**config.mk**
```make
export PLATFORM = sky130hd
export DESIGN_NAME = alarm_annunciator_with_melody_flat
export DESIGN_NICKNAME = d
export VERILOG_FILES = /design/src/hw/rtl/aac_pkg.sv /design/src/hw/rtl/aac_in_if.sv /design/src/hw/rtl/aac_out_if.sv /design/src/hw/rtl/alarm_annunciator_with_melody.sv /design/src/hw/rtl/aac_regs.sv /design/src/hw/rtl/aac_core.sv /design/src/flat_wrapper.sv
export SDC_FILE = /design/constraint.sdc
export NUM_CORES = 1
export LEC_CHECK = 0
export ABC_AREA = 1
export BUFFER_PORTS_ARGS = -buffer_cell sky130_fd_sc_hd__buf_2
export CORE_MARGIN = 3
export CORE_UTILIZATION = 29
export DETAILED_ROUTE_END_ITERATION = 6
export HOLD_SLACK_MARGIN = 0.05
export PLACE_DENSITY_LB_ADDON = 0.12
export SYNTH_ARGS = -nofsm -noshare
export SYNTH_HDL_FRONTEND = slang
export SYNTH_HIERARCHICAL = 1
export SYNTH_SLANG_ARGS = --single-unit
export TNS_END_PERCENT = 30
```
**constraint.sdc**
```tcl
create_clock -name clk -period 4.5 [get_ports clk]
set_input_delay 0.45 -clock clk [delete_from_list [all_inputs] [get_ports clk]]
set_output_delay 0.45 -clock clk [all_outputs]
set_load 0.03 [all_outputs]
```
**src/hw/rtl/aac_pkg.sv**
```systemverilog
// ----------------------------------------------------------------------------
// aac_pkg
// Shared types and constants of the alarm annunciator: the register map,
// register reset values, the input item layout and the buzzer melody timing.
// ----------------------------------------------------------------------------
package aac_pkg;

  // Width of the reported flag field on the result channel.
  localparam int REPORT_WIDTH = 32;

  // Configuration port geometry.
  localparam int ADDR_WIDTH = 5;
  localparam int DATA_WIDTH = 32;
  localparam int REG_IDX_WIDTH = 3;

  // Register indexes (byte address is four times the index).
  localparam logic [REG_IDX_WIDTH-1:0] REG_BATTERY_LOW   = 3'd0;
  localparam logic [REG_IDX_WIDTH-1:0] REG_PATIENT_LIMIT = 3'd1;
  localparam logic [REG_IDX_WIDTH-1:0] REG_LOOP_LIMIT    = 3'd2;
  localparam logic [REG_IDX_WIDTH-1:0] REG_SNOOZE_TIME   = 3'd3;
  localparam logic [REG_IDX_WIDTH-1:0] REG_WD_TIMEOUT    = 3'd4;
  localparam logic [REG_IDX_WIDTH-1:0] REG_WD_ON         = 3'd5;
  localparam logic [REG_IDX_WIDTH-1:0] REG_ALARMS_OFF    = 3'd6;

  // Register reset values.
  localparam logic [6:0]  RST_BATTERY_LOW   = 7'd20;
  localparam logic [10:0] RST_PATIENT_LIMIT = 11'd500;
  localparam logic [10:0] RST_LOOP_LIMIT    = 11'd650;
  localparam logic [19:0] RST_SNOOZE_TIME   = 20'd120000;
  localparam logic [15:0] RST_WD_TIMEOUT    = 16'd6000;

  // LED blink half period and the last melody step.
  localparam logic [8:0] BLINK_PERIOD_MS = 9'd250;
  localparam logic [4:0] MELODY_LAST     = 5'd20;

  typedef struct packed {
    logic [6:0]  battery_low_percent;
    logic [10:0] patient_pressure_limit;
    logic [10:0] loop_pressure_limit;
    logic [19:0] snooze_time_ms;
    logic [15:0] watchdog_timeout_ms;
    logic        watchdog_on;
    logic        alarms_off;
  } cfg_t;

  // Side effects of a register write on the alarm state.
  typedef struct packed {
    logic wd_restart;
    logic alarms_clear;
  } cfg_evt_t;

  typedef struct packed {
    logic [31:0]        raise_mask;
    logic signed [11:0] patient_pressure;
    logic signed [11:0] loop_pressure;
    logic [6:0]         battery_percent;
    logic               on_battery;
    logic               snooze_request;
    logic               gui_alarm_clear;
    logic               clear_all;
    logic               watchdog_kick;
  } item_t;

  typedef struct packed {
    logic alarm_active;
    logic sound;
    logic led;
    logic relay;
    logic buzzer;
  } levels_t;

  // Time in milliseconds that each melody step lasts before moving on.
  function automatic logic [13:0] melody_wait(input logic [4:0] step);
    logic [13:0] w;
    case (step)
      5'd1, 5'd3, 5'd5, 5'd7, 5'd9, 5'd11,
      5'd13, 5'd15, 5'd17, 5'd19:        w = 14'd150;
      5'd2, 5'd4, 5'd8, 5'd12, 5'd14, 5'd18: w = 14'd100;
      5'd6, 5'd16:                       w = 14'd300;
      5'd10:                             w = 14'd800;
      5'd20:                             w = 14'd10000;
      default:                           w = 14'd0;
    endcase
    return w;
  endfunction

endpackage

```
**src/hw/rtl/aac_in_if.sv**
```systemverilog
// ----------------------------------------------------------------------------
// aac_in_if
// Tick channel: one item per millisecond tick with events and sensor values.
// ----------------------------------------------------------------------------
interface aac_in_if;
  logic               valid;
  logic               ready;
  logic [31:0]        raise_mask;
  logic signed [11:0] patient_pressure;
  logic signed [11:0] loop_pressure;
  logic [6:0]         battery_percent;
  logic               on_battery;
  logic               snooze_request;
  logic               gui_alarm_clear;
  logic               clear_all;
  logic               watchdog_kick;

  modport source (
    output valid, raise_mask, patient_pressure, loop_pressure, battery_percent,
    output on_battery, snooze_request, gui_alarm_clear, clear_all, watchdog_kick,
    input  ready
  );

  modport sink (
    input  valid, raise_mask, patient_pressure, loop_pressure, battery_percent,
    input  on_battery, snooze_request, gui_alarm_clear, clear_all, watchdog_kick,
    output ready
  );
endinterface

```
**src/hw/rtl/aac_out_if.sv**
```systemverilog
// ----------------------------------------------------------------------------
// aac_out_if
// Status channel: one item per tick with the reported flags and drive levels.
// ----------------------------------------------------------------------------
interface aac_out_if;
  logic        valid;
  logic        ready;
  logic [31:0] reported_flags;
  logic        alarm_active;
  logic        sound_active;
  logic        led_drive;
  logic        relay_drive;
  logic        buzzer_drive;

  modport source (
    output valid, reported_flags, alarm_active, sound_active, led_drive,
    output relay_drive, buzzer_drive,
    input  ready
  );

  modport sink (
    input  valid, reported_flags, alarm_active, sound_active, led_drive,
    input  relay_drive, buzzer_drive,
    output ready
  );
endinterface

```
**src/hw/rtl/alarm_annunciator_with_melody.sv**
```systemverilog
// ----------------------------------------------------------------------------
// alarm_annunciator_with_melody
// High-priority alarm annunciator with sticky flags, snooze and buzzer melody.
// ----------------------------------------------------------------------------
// Usage: send one item on the tick channel for every millisecond tick. Each
// item carries raised alarm bits, snooze, clear and watchdog-kick requests,
// the two pressures and the battery state. For every item the status channel
// returns exactly one item with the unsnoozed flags and the relay, LED and
// buzzer levels as they stand after that tick.
// An accepted item sits in the input register while the combinational alarm
// update works on it; the status register loads the result when the item
// leaves the input register. Throughput is one item per cycle while the
// receiver takes each status item; the core updates its state once per item.
// When the receiver stalls, the status register holds its item and the input
// register takes one more tick; the tick channel then drops ready until the
// status item is taken. Nothing is lost or repeated. Reset (synchronous, active
// high) clears all flags, timers and levels and loads the register defaults.
// Registers sit at byte address 4*index on the APB-style port; the user must
// write them only while no item is in flight. The block does not enforce this.
// ----------------------------------------------------------------------------
module alarm_annunciator_with_melody #(
  parameter int FLAG_WIDTH        = 32,
  parameter int BIT_BATTERY_LOW   = 0,
  parameter int BIT_PRESSURE_HIGH = 1,
  parameter int BIT_WATCHDOG      = 2,
  parameter int BIT_GUI_ALARM     = 3
) (
  input  logic                           clk,
  input  logic                           rst,
  aac_in_if.sink                         tick,
  aac_out_if.source                      status,
  input  logic                           psel,
  input  logic                           penable,
  input  logic                           pwrite,
  input  logic [aac_pkg::ADDR_WIDTH-1:0] paddr,
  input  logic [aac_pkg::DATA_WIDTH-1:0] pwdata,
  output logic [aac_pkg::DATA_WIDTH-1:0] prdata,
  output logic                           pready
);
  import aac_pkg::*;

  cfg_t     cfg;
  cfg_evt_t evt;

  // Input register: holds one accepted tick until the core can process it.
  logic  in_valid;
  item_t in_item;
  logic  advance;

  // Status register.
  logic                  out_valid;
  logic [FLAG_WIDTH-1:0] out_flags;
  levels_t               out_levels;

  logic [FLAG_WIDTH-1:0] filtered_next;
  levels_t               levels_next;

  assign pready = 1'b1;

  aac_regs u_regs (
    .clk     (clk),
    .rst     (rst),
    .psel    (psel),
    .penable (penable),
    .pwrite  (pwrite),
    .paddr   (paddr),
    .pwdata  (pwdata),
    .prdata  (prdata),
    .cfg     (cfg),
    .evt     (evt)
  );

  // The core updates its state exactly once per item, in the cycle that the
  // item leaves the input register for the status register.
  assign advance    = in_valid && (!out_valid || status.ready);
  assign tick.ready = !in_valid || advance;

  always_ff @(posedge clk) begin
    if (rst) begin
      in_valid <= 1'b0;
    end else if (tick.ready) begin
      in_valid <= tick.valid;
    end
  end

  always_ff @(posedge clk) begin
    if (tick.valid && tick.ready) begin
      in_item.raise_mask       <= tick.raise_mask;
      in_item.patient_pressure <= tick.patient_pressure;
      in_item.loop_pressure    <= tick.loop_pressure;
      in_item.battery_percent  <= tick.battery_percent;
      in_item.on_battery       <= tick.on_battery;
      in_item.snooze_request   <= tick.snooze_request;
      in_item.gui_alarm_clear  <= tick.gui_alarm_clear;
      in_item.clear_all        <= tick.clear_all;
      in_item.watchdog_kick    <= tick.watchdog_kick;
    end
  end

  aac_core #(
    .FLAG_WIDTH        (FLAG_WIDTH),
    .BIT_BATTERY_LOW   (BIT_BATTERY_LOW),
    .BIT_PRESSURE_HIGH (BIT_PRESSURE_HIGH),
    .BIT_WATCHDOG      (BIT_WATCHDOG),
    .BIT_GUI_ALARM     (BIT_GUI_ALARM)
  ) u_core (
    .clk           (clk),
    .rst           (rst),
    .cfg           (cfg),
    .evt           (evt),
    .step          (advance),
    .item          (in_item),
    .filtered_next (filtered_next),
    .levels_next   (levels_next)
  );

  always_ff @(posedge clk) begin
    if (rst) begin
      out_valid <= 1'b0;
    end else if (advance) begin
      out_valid <= 1'b1;
    end else if (status.ready) begin
      out_valid <= 1'b0;
    end
  end

  always_ff @(posedge clk) begin
    if (advance) begin
      out_flags  <= filtered_next;
      out_levels <= levels_next;
    end
  end

  assign status.valid          = out_valid;
  assign status.reported_flags = REPORT_WIDTH'(out_flags);
  assign status.alarm_active   = out_levels.alarm_active;
  assign status.sound_active   = out_levels.sound;
  assign status.led_drive      = out_levels.led;
  assign status.relay_drive    = out_levels.relay;
  assign status.buzzer_drive   = out_levels.buzzer;

endmodule

```
**src/hw/rtl/aac_regs.sv**
```systemverilog
// ----------------------------------------------------------------------------
// aac_regs
// Configuration register file behind the APB-style port.
// ----------------------------------------------------------------------------
module aac_regs (
  input  logic                             clk,
  input  logic                             rst,
  input  logic                             psel,
  input  logic                             penable,
  input  logic                             pwrite,
  input  logic [aac_pkg::ADDR_WIDTH-1:0]   paddr,
  input  logic [aac_pkg::DATA_WIDTH-1:0]   pwdata,
  output logic [aac_pkg::DATA_WIDTH-1:0]   prdata,
  output aac_pkg::cfg_t                    cfg,
  output aac_pkg::cfg_evt_t                evt
);
  import aac_pkg::*;

  logic                     wr;
  logic [REG_IDX_WIDTH-1:0] idx;

  assign wr  = psel && penable && pwrite;
  assign idx = paddr[ADDR_WIDTH-1:2];

  always_ff @(posedge clk) begin
    if (rst) begin
      cfg.battery_low_percent    <= RST_BATTERY_LOW;
      cfg.patient_pressure_limit <= RST_PATIENT_LIMIT;
      cfg.loop_pressure_limit    <= RST_LOOP_LIMIT;
      cfg.snooze_time_ms         <= RST_SNOOZE_TIME;
      cfg.watchdog_timeout_ms    <= RST_WD_TIMEOUT;
      cfg.watchdog_on            <= 1'b0;
      cfg.alarms_off             <= 1'b0;
    end else if (wr) begin
      unique case (idx)
        REG_BATTERY_LOW:   cfg.battery_low_percent    <= pwdata[6:0];
        REG_PATIENT_LIMIT: cfg.patient_pressure_limit <= pwdata[10:0];
        REG_LOOP_LIMIT:    cfg.loop_pressure_limit    <= pwdata[10:0];
        REG_SNOOZE_TIME:   cfg.snooze_time_ms         <= pwdata[19:0];
        REG_WD_TIMEOUT:    cfg.watchdog_timeout_ms    <= pwdata[15:0];
        REG_WD_ON:         cfg.watchdog_on            <= pwdata[0];
        REG_ALARMS_OFF:    cfg.alarms_off             <= pwdata[0];
        default: ;
      endcase
    end
  end

  // Writing either enable register restarts the watchdog; switching alarms
  // off also wipes the alarm state.
  always_comb begin
    evt.wd_restart   = wr && (idx == REG_WD_ON || idx == REG_ALARMS_OFF);
    evt.alarms_clear = wr && (idx == REG_ALARMS_OFF) && pwdata[0];
  end

  always_comb begin
    unique case (idx)
      REG_BATTERY_LOW:   prdata = DATA_WIDTH'(cfg.battery_low_percent);
      REG_PATIENT_LIMIT: prdata = DATA_WIDTH'(cfg.patient_pressure_limit);
      REG_LOOP_LIMIT:    prdata = DATA_WIDTH'(cfg.loop_pressure_limit);
      REG_SNOOZE_TIME:   prdata = DATA_WIDTH'(cfg.snooze_time_ms);
      REG_WD_TIMEOUT:    prdata = DATA_WIDTH'(cfg.watchdog_timeout_ms);
      REG_WD_ON:         prdata = DATA_WIDTH'(cfg.watchdog_on);
      REG_ALARMS_OFF:    prdata = DATA_WIDTH'(cfg.alarms_off);
      default:           prdata = '0;
    endcase
  end

endmodule

```
**src/hw/rtl/aac_core.sv**
```systemverilog
// ----------------------------------------------------------------------------
// aac_core
// Alarm state and the per-tick update: events, checks, snooze, melody, blink.
// ----------------------------------------------------------------------------
module aac_core #(
  parameter int FLAG_WIDTH        = 32,
  parameter int BIT_BATTERY_LOW   = 0,
  parameter int BIT_PRESSURE_HIGH = 1,
  parameter int BIT_WATCHDOG      = 2,
  parameter int BIT_GUI_ALARM     = 3
) (
  input  logic                   clk,
  input  logic                   rst,
  input  aac_pkg::cfg_t          cfg,
  input  aac_pkg::cfg_evt_t      evt,
  input  logic                   step,
  input  aac_pkg::item_t         item,
  output logic [FLAG_WIDTH-1:0]  filtered_next,
  output aac_pkg::levels_t       levels_next
);
  import aac_pkg::*;

  // A bit position beyond the flag width shifts out and leaves no bit.
  localparam logic [FLAG_WIDTH-1:0] FlagOne     = FLAG_WIDTH'(1);
  localparam logic [FLAG_WIDTH-1:0] BatteryBit  = FlagOne << BIT_BATTERY_LOW;
  localparam logic [FLAG_WIDTH-1:0] PressureBit = FlagOne << BIT_PRESSURE_HIGH;
  localparam logic [FLAG_WIDTH-1:0] WatchdogBit = FlagOne << BIT_WATCHDOG;
  localparam logic [FLAG_WIDTH-1:0] GuiBit      = FlagOne << BIT_GUI_ALARM;

  logic [FLAG_WIDTH-1:0] alarm_flags, alarm_flags_next;
  logic [FLAG_WIDTH-1:0] snooze_mask, snooze_mask_next;
  logic [FLAG_WIDTH-1:0] filtered_flags;
  logic [19:0]           snooze_elapsed, snooze_elapsed_next;
  logic [15:0]           watchdog_elapsed, watchdog_elapsed_next;
  logic [8:0]            blink_elapsed, blink_elapsed_next;
  logic [13:0]           melody_elapsed, melody_elapsed_next;
  logic [4:0]            melody_step, melody_step_next;
  levels_t               levels;

  logic patient_high;
  logic loop_high;

  assign patient_high = item.patient_pressure > $signed({1'b0, cfg.patient_pressure_limit});
  assign loop_high    = item.loop_pressure > $signed({1'b0, cfg.loop_pressure_limit});

  always_comb begin
    alarm_flags_next      = alarm_flags;
    snooze_mask_next      = snooze_mask;
    filtered_next         = filtered_flags;
    snooze_elapsed_next   = snooze_elapsed;
    watchdog_elapsed_next = watchdog_elapsed;
    blink_elapsed_next    = blink_elapsed;
    melody_elapsed_next   = melody_elapsed;
    melody_step_next      = melody_step;
    levels_next           = levels;

    if (evt.wd_restart) begin
      watchdog_elapsed_next = '0;
    end

    if (evt.alarms_clear) begin
      alarm_flags_next    = '0;
      snooze_mask_next    = '0;
      filtered_next       = '0;
      blink_elapsed_next  = '0;
      melody_elapsed_next = '0;
      melody_step_next    = '0;
      levels_next         = '0;
    end else if (step) begin
      if (item.watchdog_kick) begin
        watchdog_elapsed_next = '0;
      end

      if (!cfg.alarms_off) begin
        // Events, in the order raise, GUI clear, clear all, snooze.
        alarm_flags_next = alarm_flags | item.raise_mask[FLAG_WIDTH-1:0];
        if (item.gui_alarm_clear) begin
          alarm_flags_next = alarm_flags_next & ~GuiBit;
        end
        if (item.clear_all) begin
          alarm_flags_next = '0;
          snooze_mask_next = '0;
        end
        if (item.snooze_request) begin
          snooze_mask_next    = alarm_flags_next;
          snooze_elapsed_next = '0;
          alarm_flags_next    = '0;
        end

        // Checks.
        if (item.on_battery && item.battery_percent < cfg.battery_low_percent) begin
          alarm_flags_next = alarm_flags_next | BatteryBit;
        end
        if (patient_high || loop_high) begin
          alarm_flags_next = alarm_flags_next | PressureBit;
        end
        if (cfg.watchdog_on && watchdog_elapsed_next > cfg.watchdog_timeout_ms) begin
          alarm_flags_next = alarm_flags_next | WatchdogBit;
        end

        filtered_next = alarm_flags_next & ~snooze_mask_next;
        if (snooze_elapsed_next > cfg.snooze_time_ms) begin
          snooze_mask_next = '0;
        end

        levels_next.alarm_active = |alarm_flags_next;
        levels_next.sound        = |filtered_next;

        // Melody sequencer.
        if (levels_next.sound) begin
          if (melody_step == '0) begin
            levels_next.buzzer  = 1'b1;
            melody_elapsed_next = '0;
            melody_step_next    = 5'd1;
          end else if (melody_step > MELODY_LAST) begin
            melody_step_next = '0;
          end else if (melody_elapsed > melody_wait(melody_step)) begin
            if (melody_step == MELODY_LAST) begin
              melody_step_next = '0;
            end else begin
              levels_next.buzzer  = ~melody_step[0];
              melody_elapsed_next = '0;
              melody_step_next    = melody_step + 5'd1;
            end
          end
        end else begin
          levels_next.buzzer = 1'b0;
          melody_step_next   = '0;
        end

        // LED blink and relay.
        if (levels_next.alarm_active) begin
          if (blink_elapsed > BLINK_PERIOD_MS) begin
            blink_elapsed_next = '0;
            levels_next.led    = ~levels.led;
          end
          levels_next.relay = 1'b1;
        end else begin
          levels_next.led   = 1'b0;
          levels_next.relay = 1'b0;
        end
      end

      // Millisecond counters advance once per tick and stick at full scale.
      if (snooze_elapsed_next != '1) begin
        snooze_elapsed_next = snooze_elapsed_next + 20'd1;
      end
      if (watchdog_elapsed_next != '1) begin
        watchdog_elapsed_next = watchdog_elapsed_next + 16'd1;
      end
      if (blink_elapsed_next != '1) begin
        blink_elapsed_next = blink_elapsed_next + 9'd1;
      end
      if (melody_elapsed_next != '1) begin
        melody_elapsed_next = melody_elapsed_next + 14'd1;
      end
    end
  end

  always_ff @(posedge clk) begin
    if (rst) begin
      alarm_flags      <= '0;
      snooze_mask      <= '0;
      filtered_flags   <= '0;
      snooze_elapsed   <= '0;
      watchdog_elapsed <= '0;
      blink_elapsed    <= '0;
      melody_elapsed   <= '0;
      melody_step      <= '0;
      levels           <= '0;
    end else begin
      alarm_flags      <= alarm_flags_next;
      snooze_mask      <= snooze_mask_next;
      filtered_flags   <= filtered_next;
      snooze_elapsed   <= snooze_elapsed_next;
      watchdog_elapsed <= watchdog_elapsed_next;
      blink_elapsed    <= blink_elapsed_next;
      melody_elapsed   <= melody_elapsed_next;
      melody_step      <= melody_step_next;
      levels           <= levels_next;
    end
  end

endmodule
```
**src/flat_wrapper.sv**
```systemverilog
// flat-port wrapper written by rule: the top's interface ports become plain ports
module alarm_annunciator_with_melody_flat import aac_pkg::*;
#(
  parameter int FLAG_WIDTH        = 32,
  parameter int BIT_BATTERY_LOW   = 0,
  parameter int BIT_PRESSURE_HIGH = 1,
  parameter int BIT_WATCHDOG      = 2,
  parameter int BIT_GUI_ALARM     = 3
)
  (clk, rst, psel, penable, pwrite, paddr, pwdata, prdata, pready, tick_valid, tick_raise_mask, tick_patient_pressure, tick_loop_pressure, tick_battery_percent, tick_on_battery, tick_snooze_request, tick_gui_alarm_clear, tick_clear_all, tick_watchdog_kick, tick_ready, status_valid, status_reported_flags, status_alarm_active, status_sound_active, status_led_drive, status_relay_drive, status_buzzer_drive, status_ready);
  aac_in_if tick_i ();
  aac_out_if status_i ();
  input  logic clk;
  input  logic rst;
  input  logic psel;
  input  logic penable;
  input  logic pwrite;
  input  logic [aac_pkg::ADDR_WIDTH-1:0] paddr;
  input  logic [aac_pkg::DATA_WIDTH-1:0] pwdata;
  output logic [aac_pkg::DATA_WIDTH-1:0] prdata;
  output logic pready;
  input wire logic [$bits(tick_i.valid)-1:0] tick_valid;
  input wire logic [$bits(tick_i.raise_mask)-1:0] tick_raise_mask;
  input wire logic [$bits(tick_i.patient_pressure)-1:0] tick_patient_pressure;
  input wire logic [$bits(tick_i.loop_pressure)-1:0] tick_loop_pressure;
  input wire logic [$bits(tick_i.battery_percent)-1:0] tick_battery_percent;
  input wire logic [$bits(tick_i.on_battery)-1:0] tick_on_battery;
  input wire logic [$bits(tick_i.snooze_request)-1:0] tick_snooze_request;
  input wire logic [$bits(tick_i.gui_alarm_clear)-1:0] tick_gui_alarm_clear;
  input wire logic [$bits(tick_i.clear_all)-1:0] tick_clear_all;
  input wire logic [$bits(tick_i.watchdog_kick)-1:0] tick_watchdog_kick;
  output wire logic [$bits(tick_i.ready)-1:0] tick_ready;
  output wire logic [$bits(status_i.valid)-1:0] status_valid;
  output wire logic [$bits(status_i.reported_flags)-1:0] status_reported_flags;
  output wire logic [$bits(status_i.alarm_active)-1:0] status_alarm_active;
  output wire logic [$bits(status_i.sound_active)-1:0] status_sound_active;
  output wire logic [$bits(status_i.led_drive)-1:0] status_led_drive;
  output wire logic [$bits(status_i.relay_drive)-1:0] status_relay_drive;
  output wire logic [$bits(status_i.buzzer_drive)-1:0] status_buzzer_drive;
  input wire logic [$bits(status_i.ready)-1:0] status_ready;
  assign tick_i.valid = tick_valid;
  assign tick_i.raise_mask = tick_raise_mask;
  assign tick_i.patient_pressure = tick_patient_pressure;
  assign tick_i.loop_pressure = tick_loop_pressure;
  assign tick_i.battery_percent = tick_battery_percent;
  assign tick_i.on_battery = tick_on_battery;
  assign tick_i.snooze_request = tick_snooze_request;
  assign tick_i.gui_alarm_clear = tick_gui_alarm_clear;
  assign tick_i.clear_all = tick_clear_all;
  assign tick_i.watchdog_kick = tick_watchdog_kick;
  assign tick_ready = tick_i.ready;
  assign status_valid = status_i.valid;
  assign status_reported_flags = status_i.reported_flags;
  assign status_alarm_active = status_i.alarm_active;
  assign status_sound_active = status_i.sound_active;
  assign status_led_drive = status_i.led_drive;
  assign status_relay_drive = status_i.relay_drive;
  assign status_buzzer_drive = status_i.buzzer_drive;
  assign status_i.ready = status_ready;
  alarm_annunciator_with_melody #(.FLAG_WIDTH(FLAG_WIDTH), .BIT_BATTERY_LOW(BIT_BATTERY_LOW), .BIT_PRESSURE_HIGH(BIT_PRESSURE_HIGH), .BIT_WATCHDOG(BIT_WATCHDOG), .BIT_GUI_ALARM(BIT_GUI_ALARM)) u_core (.clk(clk), .rst(rst), .tick(tick_i), .status(status_i), .psel(psel), .penable(penable), .pwrite(pwrite), .paddr(paddr), .pwdata(pwdata), .prdata(prdata), .pready(pready));
endmodule
```
==> results.md, run 1 <==
- Worst hold path type: in2reg
- Area of the multi-input gates: 0.00810 mm^2
- Gate Count Post-Synth: 2,364
- Most common cell after layout, fill and taps aside: nand2_1
- Worst path required time: 4.94 ns
- Crit. path cell count: 31
- Via count: 15,800
- Row count: 90
- Synth async-reset ratio: 0
- Register area share after synthesis: 0.451
- Sequential cell area: about 0.008 mm^2
- HPWL Detailed: 39.0 mm
- Clock slew at reported path FFs: approximately 0.060 ns
- Mapped cell area: 0.0178 mm^2
- CP endpoint kind: flop
- First DRT Iteration DRCs: about 1,100
- Global router's overall resource usage: 0.166
- Drt total wl: 53.8 mm
- Top FF cell, synth: dfxtp_1
- Met1 usage: 0.233
- Num ports: around 180
- WP data arrival: 4.42 ns
- CTS sink cnt: 348
- Dpl cell area: 0.0194 mm^2
- Setup slack, reg-to-reg: 0.66 ns
- Synth-to-Final Area Change: 19.9%
- Pre-CTS setup slack: -0.0601 ns
- Non-Filler Instances: 3,394
- CP max stage delay: just under 0.3 ns
- Tmin final: around 4.0 ns
- CTS Buffer Depth: 3
- Unrepaired setup endpoints after global routing: false
- Largest fanout on the critical path: 13
- CP max-delay cell: ha_1
- Status: complete, no violations
- Slew HR: 0.413
- CORE AREA: a little over 0.06 mm^2
- Gp weighted congestion: 0.812
- Avg Cell Area, Syn: 7.53 um^2
- Initial antenna violation count: 2
- Maxcap violations: 0
- Kind of launch point of the worst setup path: input port
- Final period util: 0.883
- Max Slew Vio Count: 0
- CTS root buffer: clkbuf_16
- DRT antenna net count: 0
- Leak Pwr: 0.00935 uW
- Most crowded layer after global routing: met2
- Number of synthesized register bits: around 350
- Peak supply drop: 0.283 mV
- Die area: 0.0644 mm^2
- Initial core utilization: 0.294
- Pin count of the biggest net entering global routing: 65
- Grt met3 use: 0.0255
- Yosys top cell by area: dfxtp_1
- # fillers: 6,394
- Worst setup path end: u_core/u_core/melody_elapsed[0]
- Final Hold Vio Count: 0
- Pwr Density: 356 mW/mm^2
- Worst clock skew: around 0.021 ns
- Critical Path Start: paddr[3]
- Met2 usage in global routing: 0.267
- Yosys top cell area share: 0.273
- Design Area, Final: 0.0213 mm^2
- FMAX: 0.252 GHz
- Util after Layout: 0.352
- Worst reg2reg path depth: 27
- DR WL/cell: 15.8 um
- CTS tree: yes
- R2R Path Start: u_core/in_item[0]
- Share of cells above drive strength 1: 0.130
- Vias in the first global route: 15,100
- Clk_lat worst skew: 0.57 ns
- Total power after layout: 7600 uW
- CTS buffer count: 43
- Detailed Routing Iterations Pass 1: 5
- Most frequent cells in the layout: nand2_1, nor2_1, inv_1, dfxtp_1, buf_2
- Post-synth EDFFs: 105
- First-pass GRT wire length: 84.3 mm
- Final worst slack: 0.526 ns
- Die extent in y: 254 um
- Worst path buffer plus inverter count: 7
- Gr ovfl total: 0
- Die W: 254 um
- Family with the most delay on the worst path: simple AND/OR/NAND/NOR gates
- Top cells by area, synth: dfxtp_1, edfxtp_1, nand2_1
- Final #Nets: 2,766
- Crit path kind: in2reg
- Placed cells: 3,256
- H-tree levels: 2
- Synth warn: 6
- Slew @ Worst Pin: 0.877 ns
- Reg-to-reg endpoint: u_core/u_core/melody_elapsed[0]
- IO Port Bufs: ~160
- CP most frequent cell: nand2_1
- Distinct cells, synth: 56
- Drt via density: 4.66
- Remaining DRCs: 0
- Final number of setup-violating endpoints: 0
-- repair_timing --
action / CTS / global route
buffers inserted: 0 / 4
endpoints found under the hold margin: 53 / 0
endpoints found under the setup margin: 0 / 2
resized for setup: 0 / 2
hold buffers: 53 / 0
-- worst min path at each step --
stage                                             start                       endpoint  slack, ns  depth (start not counted)
final                               tick_raise_mask[14]             u_core/in_item[50]       0.09                          1
after global routing                 tick_raise_mask[4]             u_core/in_item[40]       0.06                          1
after CTS                                    pwdata[16]          u_core/u_regs/cfg[34]       0.05                          3
after detailed placement   u_core/u_core/alarm_flags[9]   u_core/u_core/alarm_flags[9]       0.45                          2
after global placement     u_core/u_core/alarm_flags[9]   u_core/u_core/alarm_flags[9]       0.45                          2
after floorplan           u_core/u_core/alarm_flags[12]  u_core/u_core/alarm_flags[12]       0.44                          2
-- cell usage after synthesis, drive strengths merged (10+ instances only) --
| cell type | number |
|---|---|
| inv | 325 |
| xor2 | 11 |
| buf | 39 |
| a22oi | 13 |
| clkbuf | 56 |
| nand4 | 33 |
| nor2 | 382 |
| o211ai | 10 |
| o21ai | 112 |
| nor3 | 55 |
| nand2 | 495 |
| o22ai | 19 |
| nand3 | 139 |
| ha | 78 |
| or2 | 15 |
| dfxtp | 243 |
| a21oi | 159 |
| edfxtp | 105 |
-- flip-flops by register name, summed over array words and instances (netlist names), named ones only --
signal                          cells
u_core/in_item                     68
u_core/u_regs/cfg                  67
u_core/status.reported_flags       32
u_core/u_core/alarm_flags          32
u_core/u_core/filtered_flags       32
u_core/u_core/snooze_mask          32
u_core/u_core/snooze_elapsed       20
u_core/u_core/watchdog_elapsed     16
u_core/u_core/melody_elapsed       14
u_core/u_core/blink_elapsed         9
u_core/u_core/levels                5
u_core/u_core/melody_step           5
u_core/in_valid                     1
u_core/status.alarm_active          1
u_core/status.buzzer_drive          1
u_core/status.led_drive             1
u_core/status.relay_drive           1
u_core/status.sound_active          1
u_core/status.valid                 1
-- metal layers --
layer,wire [um],vias up
met4,998,2
met2,24100,325
li1,-,8087
met1,26100,7347
met3,2570,62
met5,13,-
-- where the power goes --
part / internal, uW / leakage [uW] / total [uW] / switching, uW
combinational: 291 / 0.00571 / 896 / 605
clock: 1910 / 0.000643 / 3280 / 1370
sequential: 3360 / 0.00300 / 3430 / 65.3
total: 5560 / 0.00935 / 7600 / 2040
-- kinds of logic after synthesis --
logic type | Yosys count | share of synthesized area
simple gates | 1142 | 0.278
buf+inv | 426 | 0.0980
compound gates | 350 | 0.109
flops | 348 | 0.451
fa+ha+maj | 78 | 0.0548
xor+xnor | 18 | 0.00886
other cells | 2 | 0.000422
-- through the flow --
stage	TNS (ns)	hold WS, ns
floorplan	0	0.441
global placement	0	0.448
detailed placement	-0.0835	0.452
CTS	0	0.0500
global route	0	0.0586
finish	0	0.0867
-- layout make-up --
type / instances / share of cell area
diodes: 1 / 0.000117
repair buffers: 251 / 0.0782
well taps: 782 / 0.0459
inverters: 331 / 0.0584
clock buffers: 62 / 0.0562
clock inverters: 18 / 0.00575
flip-flops and latches: 348 / 0.376
multi-input cells: 1601 / 0.380
-- worst register-to-register path, cell delays in order, from the launching register on --
cell      delay (ns)
edfxtp_1        0.35
buf_4           0.19
buf_4           0.16
nor2_1          0.15
ha_1            0.27
a21oi_1         0.15
nor2_1          0.05
a211oi_1        0.21
nand2_1         0.08
nand2_1         0.06
nand2_1         0.05
nand2_1         0.11
nand2_1         0.08
nand2_1         0.13
nand2_2         0.11
nand2_4         0.08
inv_2           0.06
nor2_1          0.15
ha_1            0.20
inv_1           0.06
nor2_1          0.15
nand3_1         0.15
nor2_2          0.15
nand4_2         0.18
nand2_1         0.15
inv_2           0.08
a21oi_1         0.12
nor2_1          0.05
Note: power is estimated with default switching activity, not from simulation.
==> run 2, diff against run 1 <==
GPL_TIMING_DRIVEN = 0   (was default)
==> results.md, run 2 (same netlist as run 1, synthesis figures left out) <==
- Status: complete, no violations
- DRT antenna net count: 0
- CTS root buffer: clkbuf_16
- Worst reg2reg path depth: 18
- Kind of launch point of the worst setup path: input port
- R2R Path Start: u_core/in_item[3]
- CP max stage delay: 0.33 ns
- First-pass GRT wire length: 88.4 mm
- Clock slew at reported path FFs: 0.05 ns
- Worst clock skew: 0.0185 ns
- Family with the most delay on the worst path: simple AND/OR/NAND/NOR gates
- Die W: 254 um
- Share of cells above drive strength 1: 0.131
- Reg-to-reg endpoint: u_core/u_core/snooze_mask[29]
- ANT cells: 0
- Leak Pwr: 0.00946 uW
- Worst hold path type: in2reg
- Final Hold Vio Count: 0
- CP max-delay cell: ha_1
- Die area: 0.0644 mm^2
- Worst path buffer plus inverter count: 7
- DR WL/cell: 16.8 um
- Global router's overall resource usage: 0.177
- Setup slack, reg-to-reg: about 0.40 ns
- Vias in the first global route: between 15,000 and 20,000
- Row count: 90
- Final #Nets: 2,821
- FMAX: 0.242 GHz
- Dpl cell area: 0.0197 mm^2
- Drt via density: 4.75
- CP most frequent cell: nand2_1
- H-tree levels: 2
- Pin count of the biggest net entering global routing: 68
- Slew @ Worst Pin: ~0.9 ns
- CTS buffer count: 43
- Final number of setup-violating endpoints: 0
- Gr ovfl total: 0
- Largest register FFs: around 70
- WP data arrival: 4.63 ns
- CTS Buffer Depth: 3
- Most common cell after layout, fill and taps aside: nand2_1
- Worst setup path end: u_core/u_core/melody_elapsed[0]
- Tmin final: ~4.1 ns
- Peak supply drop: 0.277 mV
- Synth-to-Final Area Change: 21.6%
- Maxcap violations: 0
- Pwr Density: about 360 mW/mm^2
- Critical Path Start: paddr[3]
- CORE AREA: a little over 0.06 mm^2
- Largest fanout on the critical path: 10
- Crit. path cell count: 32
- Clk_lat worst skew: 0.57 ns
- First DRT Iteration DRCs: 1,110
- Num ports: 184
- HPWL Detailed: 44.1 mm
- Total power after layout: 7700 uW
- Regs by FF count: u_core/in_item: 68 flops, u_core/u_regs/cfg: 67 flops
- Final period util: 0.918
- Via count: 16,400
- Initial core utilization: 0.294
- Top reg by flops: u_core/in_item
- Design Area, Final: 0.0216 mm^2
- Worst path required time: 5.00 ns
- Util after Layout: 0.357
- Die extent in y: 254 um
- Remaining DRCs: 0
- Most frequent cells in the layout: nand2_1, nor2_1, inv_1, dfxtp_1, buf_2
- Max Slew Vio Count: 0
- CTS tree: yes
- IO Port Bufs: ~160
- Drt total wl: 57.8 mm
- Crit path kind: in2reg
- CP endpoint kind: flop
- Initial antenna violation count: 0
- Gp weighted congestion: 0.862
- Slew HR: 0.409
- Detailed Routing Iterations Pass 1: 7
- CTS sink cnt: 348
-- run 2: changes by cell type in the layout (fill, tap and decap cells not counted), moves of 3 or more --
cell / delta
buf_1: +4
buf_2: +5
buf_4: -14
buf_6: +7
clkbuf_1: +49
nand2_1: -3
nand3_1: -3
-- run 2: worst min-delay path by stage --
stage               depth (start not counted)  slack (ns)                           from                             to
CTS                                         3        0.05                     pwdata[16]          u_core/u_regs/cfg[34]
floorplan                                   2        0.44  u_core/u_core/alarm_flags[12]  u_core/u_core/alarm_flags[12]
finish                                      3        0.09                     pwdata[16]          u_core/u_regs/cfg[34]
global route                                1        0.06            tick_raise_mask[15]             u_core/in_item[51]
global placement                            2        0.45  u_core/u_core/alarm_flags[26]  u_core/u_core/alarm_flags[26]
detailed placement                          2        0.45   u_core/u_core/alarm_flags[9]   u_core/u_core/alarm_flags[9]
-- run 2: power breakdown --
| part | internal (uW) | switching [uW] |
|---|---|---|
| clock network | 1950 | 1370 |
| logic | 309 | 639 |
| registers | 3360 | 65.4 |
-- run 2: worst min-delay path: cells and delay by family --
kind / cells / cell delay, ns
simple gates: 2 / 0.09
buf+inv: 1 / 0.08
-- run 2: metal layers --
layer | part of all wire | global-route usage
met4 | 0.020 | 0.0473
met3 | 0.047 | 0.0224
met5 | 0 | 0
met1 | 0.48 | 0.251
met2 | 0.46 | 0.286
-- run 2: layout make-up --
cell class	instances	area (um^2)
fill	6435	38900
multi-input combinational	1601	8180
sequential	348	8020
timing repair buffer	214	1380
inverter	331	1240
clock buffer	60	1180
tap	782	978
buffer	92	502
clock inverter	20	156
-- run 2: metrics by stage --
stage | hold slack, ns | TNS (ns) | setup slack [ns] | instances
after global routing | 0.0626 | -0.00492 | -0.00492 | 3448
after floorplan | 0.441 | 0 | 0.254 | 2375
after global placement | 0.448 | -312.60 | -2.05 | 3313
final | 0.0870 | 0 | 0.370 | 3448
after detailed placement | 0.454 | -43.22 | -1.09 | 3315
after CTS | 0.0510 | 0 | 0.00338 | 3447
-- run 2: repair_timing --
action                                 4_1_cts  5_1_grt
endpoints found under the hold margin       53        0
setup buffers                                1        2
setup endpoints to repair                   45       34
pin swaps                                    1        2
resized for setup                           13       13
gates cloned                                 0        0
hold buffers                                53        0
==> run 3, diff against run 2 <==
==> constraint.sdc (replaced) <==
create_clock -name clk -period 4.5 [get_ports clk]
set_input_delay 0.225 -clock clk [delete_from_list [all_inputs] [get_ports clk]]
set_output_delay 0.225 -clock clk [all_outputs]
set_load 0.03 [all_outputs]
==> results.md, run 3 (same netlist as run 1, synthesis figures left out) <==
- CP most frequent cell: nor2_1
- H-tree levels: 2
- CP max stage delay: ~0.56 ns
- Detailed Routing Iterations Pass 1: 7
- Worst path buffer plus inverter count: 7
- Row count: 90
- DR WL/cell: 16.7 um
- IO Port Bufs: 156
- Gr ovfl total: 0
- Slew @ Worst Pin: ~0.88 ns
- Clock slew at reported path FFs: 0.06 ns
- Final number of setup-violating endpoints: 0
- Pwr Density: 351 mW/mm^2
- Clock power share: 0.430
- Crit path kind: reg2reg
- Setup slack, reg-to-reg: 0.38 ns
- Die W: approximately 250 um
- Die extent in y: 254 um
- Int Pwr: ~5600 uW
- FMAX: 0.243 GHz
- Share of cells above drive strength 1: 0.128
- Crit. path cell count: 18
- First DRT Iteration DRCs: between 1,000 and 1,500
- Worst hold path type: in2reg
- Num ports: roughly 180
- CORE AREA: 0.0606 mm^2
- WP data arrival: 4.54 ns
- Slew HR: 0.413
- Synth-to-Final Area Change: 23.9%
- Leak Pwr: about 0.0096 uW
- Tmin final: 4.12 ns
- CTS root buffer: clkbuf_16
- Non-Filler Instances: 3,492
- Regs by FF count: u_core/in_item: 68 flops, u_core/u_regs/cfg: 67 flops
- Final #Nets: 2,865
- Status: complete, no violations
- ANT cells: 0
- Drt total wl: 58.2 mm
- Via count: 16,400
- Worst path required time: 4.92 ns
- Worst clock skew: 0.0193 ns
- CP endpoint kind: flop
- Kind of launch point of the worst setup path: flop
- Most common cell after layout, fill and taps aside: nand2_1
- Top reg by flops: u_core/in_item
- Peak supply drop: 0.279 mV
- CP max-delay cell: clkbuf_1
- Worst reg2reg path depth: 18
- Final Hold Vio Count: 0
- HPWL Detailed: between 40 and 50 mm
- First-pass GRT wire length: around 90 mm
- CTS buffer count: 43
- Maxcap violations: 0
- Initial core utilization: 0.294
- Largest register FFs: 68
- Final period util: 0.916
- Global router's overall resource usage: 0.179
- Clk_lat worst skew: 0.57 ns
- CTS sink cnt: 348
- Die area: approximately 0.064 mm^2
- Pin count of the biggest net entering global routing: 68
- Most frequent cells in the layout: nand2_1, nor2_1, inv_1, dfxtp_1, buf_2
- Setup TNS: 0 ns
- Gp weighted congestion: 0.862
- Psw: between 2000 and 2500 uW
- Switching Fraction: 0.270
- Remaining DRCs: 0
- Placed cells: 3,315
- CTS Buffer Depth: 3
- Largest fanout on the critical path: 18
- Comb pwr share: 0.126
- CTS tree: yes
- Worst-path cell chain: buf_4 > inv_2 > buf_6 > clkbuf_1 > clkbuf_1 > nand2_1 > ha_1 > nor2_1 > nor2_1 > nor2_1 > a211oi_1 > o21ai_0 > o32ai_4 > nand3_1 > clkinv_1 > clkbuf_2 > nand3_1 > a21oi_1
- Seq pwr share: 0.444
- DRT antenna net count: 0
- Vias in the first global route: 15,700
- WHS Path Cells: 4
- Initial antenna violation count: 0
- Drt via density: 4.71
- Family with the most delay on the worst path: buffers and inverters
- Max Slew Vio Count: 0
## run 3: cell count changes in the layout (fill, tap and decap cells not counted), sizes merged
cell and change:
dlygate4sd3 +40, buf +2, clkbuf +2
## run 3: tightest hold or removal path: cells and delay by family
family,cells,cell delay (ns)
buf+inv,1,0.12
simple gates,3,0.35
## run 3: worst paths after layout
path,start,end
setup reg to reg,u_core/in_item[3],u_core/u_core/snooze_mask[29]
setup / recovery,u_core/in_item[3],u_core/u_core/snooze_mask[29]
hold reg to reg,u_core/u_core/alarm_flags[9],u_core/u_core/alarm_flags[9]
hold / removal,penable,u_core/u_regs/cfg[1]
## run 3: power groups by stage
stage                     sequential (uW)  combinational [uW]  clock [uW]
after floorplan                      3510                 562           0
after global placement               3500                 885           0
after detailed placement             3500                 900           0
after CTS                            3430                 965        3440
after global routing                 3440                1090        3550
final                                3430                 975        3320
## run 3: repair_timing
item                                   CTS  global route
gates resized for setup                 11             7
endpoints found under the hold margin  124             0
setup endpoints to repair               45            34
setup buffers                            0             7
cloned                                   0             0
hold buffers                            93             0
pin swaps                                0             2
## run 3: area by class of cell
type / count / area (um^2)
inverter: 331 / 1240
timing repair buffer: 258 / 1810
sequential: 348 / 8020
multi-input combinational: 1601 / 8150
clock buffer: 60 / 1180
tap: 782 / 978
clock inverter: 20 / 156
fill: 6400 / 38500
buffer: 92 / 498
## run 3: per-layer routing
metal / up-vias / track usage / wire length, um
met3: 70 / 0.0223 / 2640
li1: 8272 / - / -
met1: 7702 / 0.252 / 27700
met2: 392 / 0.290 / 26600
met4: 0 / 0.0488 / 1240
met5: - / 0 / 0
## run 3: through the flow
| stage | cell area (um^2) | utilization | power, uW | setup WS (ns) | hold WS, ns |
|---|---|---|---|---|---|
| 6_report | 22000 | 0.364 | 7730 | 0.379 | 0.175 |
| 5_1_grt | 22000 | 0.364 | 8090 | -0.0312 | 0.209 |
| 4_1_cts | 22000 | 0.363 | 7840 | 0.0340 | 0.189 |
| 3_5_place_dp | 19700 | 0.324 | 4400 | -1.09 | 0.403 |
| 3_3_place_gp | 19600 | 0.323 | 4390 | -1.84 | 0.402 |
| 2_1_floorplan | 17800 | - | 4070 | 0.264 | 0.287 |
